**config.mk**
```make
export PLATFORM = sky130hd
export DESIGN_NAME = ordered_list_insert_delete_unit
export DESIGN_NICKNAME = d
export VERILOG_FILES = /design/src/hdl/olid_pkg.sv /design/src/hdl/olid_ctrl.sv /design/src/hdl/olid_datapath.sv /design/src/hdl/ordered_list_insert_delete_unit.sv
export SDC_FILE = /design/constraint.sdc
export NUM_CORES = 1
export LEC_CHECK = 0
export BUFFER_PORTS_ARGS = -buffer_cell sky130_fd_sc_hd__buf_2
export CAP_MARGIN = 20
export CELL_PAD_IN_SITES_DETAIL_PLACEMENT = 0
export CELL_PAD_IN_SITES_GLOBAL_PLACEMENT = 1
export CORE_UTILIZATION = 30
export CTS_CLUSTER_DIAMETER = 30
export DETAILED_ROUTE_END_ITERATION = 7
export MAX_ROUTING_LAYER = met4
export PLACE_DENSITY = 0.59
export SYNTH_ARGS = -nofsm -noshare
export SYNTH_HDL_FRONTEND = slang
export SYNTH_SLANG_ARGS = --single-unit
```
**constraint.sdc**
```tcl
create_clock -name clk -period 7.6 [get_ports clk]
set_input_delay 1.52 -clock clk [delete_from_list [all_inputs] [get_ports clk]]
set_output_delay 1.52 -clock clk [all_outputs]
set_load 0.02 [all_outputs]
```
**src/hdl/olid_pkg.sv**
```systemverilog
// shared constants, operation codes and control types for the ordered list unit
// no dependencies; used by olid_ctrl, olid_datapath and the top level
`default_nettype none

package olid_pkg;

  localparam int MAX_DEPTH = 16;
  localparam int ELEM_W    = 32;
  localparam int IDX_W     = $clog2(MAX_DEPTH);
  localparam int LEN_W     = $clog2(MAX_DEPTH + 1);
  localparam int OP_W      = 3;
  localparam int POS_W     = 5;
  localparam int CAP_W     = 5;
  localparam int IN_W      = 40;
  localparam int OUT_W     = 40;

  localparam logic [CAP_W-1:0] CAP_RESET = CAP_W'(16);

  localparam logic [OP_W-1:0] OP_READ   = 3'd0;
  localparam logic [OP_W-1:0] OP_WRITE  = 3'd1;
  localparam logic [OP_W-1:0] OP_INSERT = 3'd2;
  localparam logic [OP_W-1:0] OP_DELETE = 3'd3;
  localparam logic [OP_W-1:0] OP_CLEAR  = 3'd4;

  typedef struct packed {
    logic load;
    logic exec;
  } ctrl_cmd_t;

endpackage

`default_nettype wire

```
**src/hdl/olid_ctrl.sv**
```systemverilog
// controller state machine: takes one transaction, runs it, offers the result
// depends on olid_pkg
`default_nettype none

module olid_ctrl (
  input  wire               clk,
  input  wire               rst,
  input  wire               s_tvalid,
  output logic              s_tready,
  output logic              m_tvalid,
  input  wire               m_tready,
  output olid_pkg::ctrl_cmd_t cmd
);

  typedef enum logic [2:0] {
    ST_IDLE = 3'b001,
    ST_EXEC = 3'b010,
    ST_RESP = 3'b100
  } state_t;

  state_t state, state_next;

  always_ff @(posedge clk) begin
    if (rst) begin
      state <= ST_IDLE;
    end else begin
      state <= state_next;
    end
  end

  always_comb begin
    state_next = state;
    case (state)
      ST_IDLE: begin
        if (s_tvalid) state_next = ST_EXEC;
      end
      ST_EXEC: begin
        state_next = ST_RESP;
      end
      ST_RESP: begin
        if (m_tready) state_next = ST_IDLE;
      end
      default: begin
        state_next = ST_IDLE;
      end
    endcase
  end

  assign s_tready = (state == ST_IDLE);
  assign m_tvalid = (state == ST_RESP);
  assign cmd.load = s_tvalid && (state == ST_IDLE);
  assign cmd.exec = (state == ST_EXEC);

endmodule

`default_nettype wire

```
**src/hdl/olid_datapath.sv**
```systemverilog
// datapath: request registers, row of element cells with parallel shift,
// length and capacity registers, result registers; depends on olid_pkg
`default_nettype none

module olid_datapath (
  input  wire                               clk,
  input  wire                               rst,
  input  olid_pkg::ctrl_cmd_t               cmd,
  input  wire  [olid_pkg::OP_W-1:0]         operation,
  input  wire  [olid_pkg::POS_W-1:0]        position,
  input  wire  [olid_pkg::ELEM_W-1:0]       element_data,
  input  wire                               cfg_we,
  input  wire  [olid_pkg::CAP_W-1:0]        cfg_wdata,
  output logic                              accepted,
  output logic [olid_pkg::ELEM_W-1:0]       read_data,
  output logic [olid_pkg::LEN_W-1:0]        length,
  output logic                              full_res,
  output logic                              empty_res
);

  logic [olid_pkg::OP_W-1:0]   op_q;
  logic [olid_pkg::POS_W-1:0]  pos_q;
  logic [olid_pkg::ELEM_W-1:0] data_q;
  logic [olid_pkg::CAP_W-1:0]  capacity;
  logic [olid_pkg::LEN_W-1:0]  count;
  logic [olid_pkg::ELEM_W-1:0] cells [olid_pkg::MAX_DEPTH];

  logic [olid_pkg::CAP_W-1:0]  cap_eff;
  logic [olid_pkg::POS_W-1:0]  len_ext;
  logic [olid_pkg::POS_W-1:0]  ins_pos;
  logic [olid_pkg::POS_W-1:0]  last_ext;
  logic                        in_range;
  logic                        can_insert;
  logic                        do_write, do_insert, do_delete;
  logic                        ok;
  logic [olid_pkg::LEN_W-1:0]  count_next;

  always_ff @(posedge clk) begin
    if (cmd.load) begin
      op_q   <= operation;
      pos_q  <= position;
      data_q <= element_data;
    end
  end

  always_ff @(posedge clk) begin
    if (rst) begin
      capacity <= olid_pkg::CAP_RESET;
    end else if (cfg_we) begin
      capacity <= cfg_wdata;
    end
  end

  // capacity above the store depth counts as the depth
  assign cap_eff = (capacity > olid_pkg::CAP_W'(olid_pkg::MAX_DEPTH)) ?
                   olid_pkg::CAP_W'(olid_pkg::MAX_DEPTH) : capacity;
  assign len_ext    = olid_pkg::POS_W'(count);
  assign last_ext   = len_ext - olid_pkg::POS_W'(1);
  assign in_range   = (pos_q < len_ext);
  assign can_insert = (olid_pkg::CAP_W'(count) < cap_eff);
  // insert at or past the end appends
  assign ins_pos    = (pos_q > len_ext) ? len_ext : pos_q;

  assign do_write  = cmd.exec && (op_q == olid_pkg::OP_WRITE) && in_range;
  assign do_insert = cmd.exec && (op_q == olid_pkg::OP_INSERT) && can_insert;
  assign do_delete = cmd.exec && (op_q == olid_pkg::OP_DELETE) && in_range;

  always_comb begin
    ok         = 1'b0;
    count_next = count;
    case (op_q)
      olid_pkg::OP_READ: begin
        ok = in_range;
      end
      olid_pkg::OP_WRITE: begin
        ok = in_range;
      end
      olid_pkg::OP_INSERT: begin
        ok = can_insert;
        if (can_insert) count_next = count + olid_pkg::LEN_W'(1);
      end
      olid_pkg::OP_DELETE: begin
        ok = in_range;
        if (in_range) count_next = count - olid_pkg::LEN_W'(1);
      end
      olid_pkg::OP_CLEAR: begin
        ok         = 1'b1;
        count_next = '0;
      end
      default: begin
        ok = 1'b0;
      end
    endcase
  end

  // each cell compares its own index with the request position
  for (genvar g = 0; g < olid_pkg::MAX_DEPTH; g++) begin : g_cell
    localparam logic [olid_pkg::POS_W-1:0] IDX = olid_pkg::POS_W'(g);
    logic [olid_pkg::ELEM_W-1:0] from_below;
    logic [olid_pkg::ELEM_W-1:0] from_above;

    if (g > 0) begin : g_below
      assign from_below = cells[g-1];
    end else begin : g_no_below
      assign from_below = data_q;
    end
    if (g < olid_pkg::MAX_DEPTH - 1) begin : g_above
      assign from_above = cells[g+1];
    end else begin : g_no_above
      assign from_above = cells[g];
    end

    always_ff @(posedge clk) begin
      if (do_write && (IDX == pos_q)) begin
        cells[g] <= data_q;
      end else if (do_insert && (IDX == ins_pos)) begin
        cells[g] <= data_q;
      end else if (do_insert && (IDX > ins_pos) && (IDX <= len_ext)) begin
        cells[g] <= from_below;
      end else if (do_delete && (IDX >= pos_q) && (IDX < last_ext)) begin
        cells[g] <= from_above;
      end
    end
  end

  always_ff @(posedge clk) begin
    if (rst) begin
      count <= '0;
    end else if (cmd.exec) begin
      count <= count_next;
    end
  end

  always_ff @(posedge clk) begin
    if (cmd.exec) begin
      accepted  <= ok;
      read_data <= ((op_q == olid_pkg::OP_READ) && in_range) ?
                   cells[pos_q[olid_pkg::IDX_W-1:0]] : '0;
      length    <= count_next;
      full_res  <= (olid_pkg::CAP_W'(count_next) >= cap_eff);
      empty_res <= (count_next == '0);
    end
  end

endmodule

`default_nettype wire

```
**src/hdl/ordered_list_insert_delete_unit.sv**
```systemverilog
// ordered list unit: one transaction in, one result out
// steps: request registered on accept, executed in the cell row, result held valid until taken
// a new transaction is taken only after the previous result has been taken
// reset: length cleared, capacity set to 16, element store left as is
// depends on olid_pkg, olid_ctrl, olid_datapath
`default_nettype none

module ordered_list_insert_delete_unit (
  input  wire                          clk,
  input  wire                          rst,
  // request: [2:0] operation, [7:3] position, [39:8] element_data
  input  wire                          s_tvalid,
  output logic                         s_tready,
  input  wire  [olid_pkg::IN_W-1:0]    s_tdata,
  // result: [0] accepted, [32:1] read_data, [37:33] length,
  // [38] full_res, [39] empty_res
  output logic                         m_tvalid,
  input  wire                          m_tready,
  output logic [olid_pkg::OUT_W-1:0]   m_tdata,
  // capacity register write
  input  wire                          cfg_we,
  input  wire  [olid_pkg::CAP_W-1:0]   cfg_wdata
);

  olid_pkg::ctrl_cmd_t cmd;

  logic                          accepted;
  logic [olid_pkg::ELEM_W-1:0]   read_data;
  logic [olid_pkg::LEN_W-1:0]    length;
  logic                          full_res;
  logic                          empty_res;

  // state machine: idle -> execute -> hold result until taken
  olid_ctrl u_ctrl (
    .clk      (clk),
    .rst      (rst),
    .s_tvalid (s_tvalid),
    .s_tready (s_tready),
    .m_tvalid (m_tvalid),
    .m_tready (m_tready),
    .cmd      (cmd)
  );

  // cell row and result registers; request fields unpacked from tdata
  olid_datapath u_dp (
    .clk          (clk),
    .rst          (rst),
    .cmd          (cmd),
    .operation    (s_tdata[2:0]),
    .position     (s_tdata[7:3]),
    .element_data (s_tdata[39:8]),
    .cfg_we       (cfg_we),
    .cfg_wdata    (cfg_wdata),
    .accepted     (accepted),
    .read_data    (read_data),
    .length       (length),
    .full_res     (full_res),
    .empty_res    (empty_res)
  );

  // pack the result, lowest field first
  assign m_tdata = {empty_res, full_res, length, read_data, accepted};

  // one transaction in flight: never take a request while a result waits
  a_one_in_flight: assert property (@(posedge clk) disable iff (rst)
    m_tvalid |-> !s_tready)
    else $error("request taken while a result is pending");

  // an accepted request passes through execute before its result shows
  a_exec_cycle: assert property (@(posedge clk) disable iff (rst)
    (s_tvalid && s_tready) |=> (!m_tvalid && !s_tready))
    else $error("execute cycle skipped");

  // the length reported never exceeds the store depth
  a_len_bound: assert property (@(posedge clk) disable iff (rst)
    m_tvalid |-> (length <= olid_pkg::LEN_W'(olid_pkg::MAX_DEPTH)))
    else $error("length beyond store depth");

  // empty flag agrees with the reported length
  a_empty_flag: assert property (@(posedge clk) disable iff (rst)
    m_tvalid |-> (empty_res == (length == '0)))
    else $error("empty flag disagrees with length");

endmodule

`default_nettype wire
```
; ---- Yosys cells after proc, flatten, opt, wreduce, memory -nomap -nowiden
; Memories as Yosys holds them, arrays and structs flattened. A register that Yosys moved wholly into a read port is not among the register bits.
; Cells that the tools add are included.
[op_classes]
n_eq_ne = 39
reduce_logical = 111
n_bitwise = 48
n_addsub = 2
order_cmp = 69
mux = 281
[ops]
columns = cell, count
row1 = two-way mux 32 bit, 48
row2 = two-way mux 1 bit, 224
row3 = logical AND 1 bit, 104
row4 = "== test 4 x 5 -> 1 bit, first input constant", 16
row5 = bitwise OR 1 bit, 48
row6 = "== test 3 x 5 -> 1 bit, first input constant", 8
row7 = "greater-or-equal comparator 4 x 5 -> 1 bit, first input constant", 8
row8 = "> comparator 4 x 5 -> 1 bit, first input constant", 8
row9 = "<= comparator 4 x 5 -> 1 bit, first input constant", 8
row10 = "less-than comparator 4 x 5 -> 1 bit, first input constant", 8
row11 = "== test 2 x 5 -> 1 bit, first input constant", 4
row12 = "greater-or-equal comparator 3 x 5 -> 1 bit, first input constant", 4
row13 = "> comparator 3 x 5 -> 1 bit, first input constant", 4
row14 = "<= comparator 3 x 5 -> 1 bit, first input constant", 4
row15 = "less-than comparator 3 x 5 -> 1 bit, first input constant", 4
row16 = two-way mux 5 bit, 4
row17 = zero test 5 bit, 3
row18 = case mux 5 bit (3 select lines), 1
row19 = "== test 1 x 5 -> 1 bit, first input constant", 2
row20 = "greater-or-equal comparator 1 x 5 -> 1 bit, first input constant", 2
row21 = "greater-or-equal comparator 2 x 5 -> 1 bit, first input constant", 2
row22 = "> comparator 1 x 5 -> 1 bit, first input constant", 2
row23 = "> comparator 2 x 5 -> 1 bit, first input constant", 2
row24 = "<= comparator 1 x 5 -> 1 bit, first input constant", 2
row25 = 21 further kinds, 30
[totals]
memories = 1
inputBits = 50
wordCells = 561
register_bits = 61
mem_bits_rw = 512
[mem_list]
columns = memory, depth, word_bits, rd, rd_clocked_by_memory_dff, write_ports, line_no
row1 = u_dp.cells, 16, 32, 17, 1, 16, olid_datapath.sv:26  ; logic [olid_pkg::ELEM_W-1:0] cells [olid_pkg::MAX_DEPTH];

; ---- Depth between registers and ports, before layout
[depth]
word_depth = 12
ltp_mapped = 15
ltp_nobuf = 15

; ---- Modules after synthesis
; From an unflattened synthesis, not the netlist that was laid out.
[unflattened]
hier_cells = 2957
area_unflattened_um2 = 34515.6
[by_module_without_submodules]
columns = mod, cells_each, seq_area_each_um2, instances, area_each_um2
row1 = olid_datapath, 2938, 17977.2, 1, 34337.9
row2 = olid_ctrl, 16, 60.1, 1, 155.1
row3 = ordered_list_insert_delete_unit, 3, 0.0, 1, 22.5

; ---- Worst setup path after synthesis
; Ideal clock, no wire load.
[synth_timing]
kind = flip-flop to flip-flop
start = reg u_dp.count[2] (netlist bit)
end = mem u_dp.cells[15][0] (netlist bit), enable pin
arrival_ns = 6.265
setup_slack_ns = 0.802
period_less_slack_ns = 6.798
path_stages_with_launch = 10
path_cell_list = dfxtp_1 > clkbuf_1 > inv_1 > ha_1 > a21oi_1 > o21ai_1 > o21ai_1 > mux2i_1 > clkbuf_1 > o311ai_0
[synth_rtl]
columns = item, line_no
row1 = from (decl), olid_datapath.sv:25  ; logic [olid_pkg::LEN_W-1:0] count;
row2 = from (signal assigned), olid_datapath.sv:130  ; count <= count_next;
row3 = to (decl), olid_datapath.sv:26

==> flow_summary.toml <==
[run_status]
run_status = "complete, no violations"

[critical_path]
cp-endpoint = "u_dp.cells[3][18]$_DFFE_PP_"
r2r_start = "u_dp.count[3]$_SDFFE_PP0N_"
reg2reg_to = "u_dp.cells[3][18]$_DFFE_PP_"
cp-startpoint = "u_dp.count[3]$_SDFFE_PP0N_"
required_ns = 8.00
crit_path_start_kind = "flop"
crit_slowest_cell = "and3_1"
cp.arrival_ns = 6.05
critPathMaxFanout = 20
crit_path_end_kind = "flop"
path_cells = "clkinv_1 > ha_1 > a21oi_1 > o21ai_1 > o21ai_0 > and3_1 > nand4_1 > o221ai_4 > buf_4"
crit_type = "reg2reg"
slowest_delay_ns = 0.87
ff2ff_setup_slack_ns = 1.96
path_delay_family = "simple AND/OR/NAND/NOR gates"
rr_worst_depth = 9
path_depth = 9
critPathBufInv = 2

[cells_and_area]
final_cell_mix = "592 x edfxtp_1, 387 x nor2_1, 344 x nand2_1"
nets = 3069
n_antenna_cell = 0
finalNonFillerCells = 4648
area_growth_pct = 23.7
layout-drive-gt1-share = 0.228
final_common_cell = "edfxtp_1"

[clock_tree]
holdBufCountCts = 0
cts_max_path_buffers = 3
cts_resized = 0
insertion_delay_ns = 0.78
cts_max_level = 4
post_cts_buffers = 0
cts_tree = "built"
cts_buffers = 177
clk_pin_slew_ns = 0.04
clkSinkCount = 605
cts-root-buf = "clkbuf_16"

[timing]
worst_pin_slew_ns = 1.06
final.period_utilization = 0.743
final-hold-violation-count = 0
setup_tns_ns = 0
setup_viol = 0
fin_crit_ns = 5.64
timing.fmax_mhz = 177
setup_ws_ns = 1.96
rsz0062_at_grt = "no"
fin_skew_ns = 0.0336
finalMaxSlewViolations = 0
relSlewSlack = 0.289

[floorplan]
dieArea_mm2 = 0.115
io_pins = 92
rows = 123
initial_utilization = 0.303
fp.dieW_um = 340
die-height_um = 340
core_area_mm2 = 0.113

[place]
numPortBuffers = 91
placed_cells_incl_taps = 4321
place_ws_ns = 2.07
dp_hpwl_mm = 69.5
place.gp.congestion = 0.850

[detailed_routing]
viasPerCell = 5.44
dr.pass1.iters = 6
route.detailed.drc = 0
drtIter0Drc = 2591
wl_mm = 121
drtAntennaViolNets = 0
via_count = 25300
wl_per_cell_um = 25.9

[yosys]
synth-seq-cells = 605
syn_avg_cell_area_um2 = 11.7
ys_warn_count = 0
yosysUniqueCellTypes = 72
synth_cells = 2922
ys_seq_area_frac = 0.527
ys_async_sr_fraction = 0
syn_area_mm2 = 0.0342
synth_edf_count = 592
synth_ff_type = "edfxtp_1"
synth_nets = 2990

[min_path]
hold_class = "reg2reg"

[pwr]
p_per_area_mw_per_mm2 = 277
vdd_ir_drop_max_uv = 192
leakage_uw = 0.0162

[grt]
globalRouteTotalUtil = 0.214
antenna_found_initial = 2
grt_pass1_wl_mm = 178
grt_pass1_vias = 25400
grt_overflow = 0
grt_max_degree = 101

[flow_run]
drv.max_cap_violation_count = 0
[worst min-delay path by stage]
stage | from | endpoint | slack [ns] | cells after the start
floorplan | u_ctrl.state[0]$_SDFFE_PP1P_ | u_ctrl.state[2]$_SDFFE_PP0P_ | 0.45 | 1
global placement | u_dp.capacity[1]$_SDFFE_PP0P_ | u_dp.capacity[1]$_SDFFE_PP0P_ | 0.49 | 2
detailed placement | u_ctrl.state[0]$_SDFFE_PP1P_ | u_ctrl.state[2]$_SDFFE_PP0P_ | 0.49 | 1
CTS | u_dp.capacity[1]$_SDFFE_PP0P_ | u_dp.capacity[1]$_SDFFE_PP0P_ | 0.50 | 2
global route | u_dp.capacity[1]$_SDFFE_PP0P_ | u_dp.capacity[1]$_SDFFE_PP0P_ | 0.52 | 2
finish | u_dp.capacity[1]$_SDFFE_PP0P_ | u_dp.capacity[1]$_SDFFE_PP0P_ | 0.50 | 2
[per-stage QoR]
stage	instance area [um^2]	hold slack, ns	util	total power (uW)
6_report	42300	0.496	0.375	11700
5_1_grt	42300	0.521	0.375	12000
4_1_cts	42300	0.501	0.375	11800
3_5_place_dp	36300	0.485	0.322	4390
3_3_place_gp	36300	0.488	0.322	4380
2_1_floorplan	34200	0.448	-	4200
[flip-flops by register name (all words and copies together), names as in the netlist]
signal and cells:
u_dp.read_data 32, u_dp.capacity 5, u_dp.cells 512, u_dp.data_q 32, u_dp.op_q 3, u_dp.count 5, u_dp.accepted 1, u_dp.pos_q 5
u_dp.full_res 1, u_ctrl.state 3, u_dp.empty_res 1, u_dp.length 5
[power breakdown]
part | internal (uW) | switching (uW) | total [uW]
Combinational | 260 | 280 | 540
Clock | 5110 | 2280 | 7390
Sequential | 3710 | 73.5 | 3790
Total | 9080 | 2640 | 11700
[cell type report]
cell class	instances	area (um^2)
inverter	18	67.6
sequential	605	18000
clock inverter	117	1300
clock buffer	209	4690
multi-input combinational	2039	15300
tap	1500	1880
fill	10900	70500
timing repair buffer	160	1020
[synth_stat cells, types with 44 or more instances]
library cell	count	share of area
a31oi_1	91	0.017
mux2i_1	327	0.096
nor2_1	387	0.042
mux4_2	160	0.11
a22oi_1	44	0.0097
nand2_1	345	0.038
edfxtp_1	592	0.52
a21oi_1	280	0.041
mux2_2	67	0.022
nand3_1	51	0.0075
o21ai_0	79	0.012
clkbuf_1	186	0.020
[cell families after synthesis]
logic type / after synthesis / synth area share
AO/OA/AOI/OAI: 560 / 0.0959
XOR/XNOR: 4 / 0.00102
AND/OR/NAND/NOR: 901 / 0.112
adder cells (fa/ha/maj): 19 / 0.00688
multiplexers: 555 / 0.223
flip-flops: 605 / 0.527
buffers and inverters: 278 / 0.0337
[tightest hold or removal path, cell delays in order (launching register included)]
cell     delay, ns
dfxtp_1       0.32
mux2i_1       0.07
nor2_1        0.07
[layer usage]
| layer | routed length, um | GRT usage |
|---|---|---|
| met1 | 52200 | 0.280 |
| met4 | 2810 | 0.0685 |
| met5 | 0 | - |
| met2 | 57200 | 0.335 |
| met3 | 8380 | 0.0407 |
No activity file was read; power rests on OpenSTA's default activity.
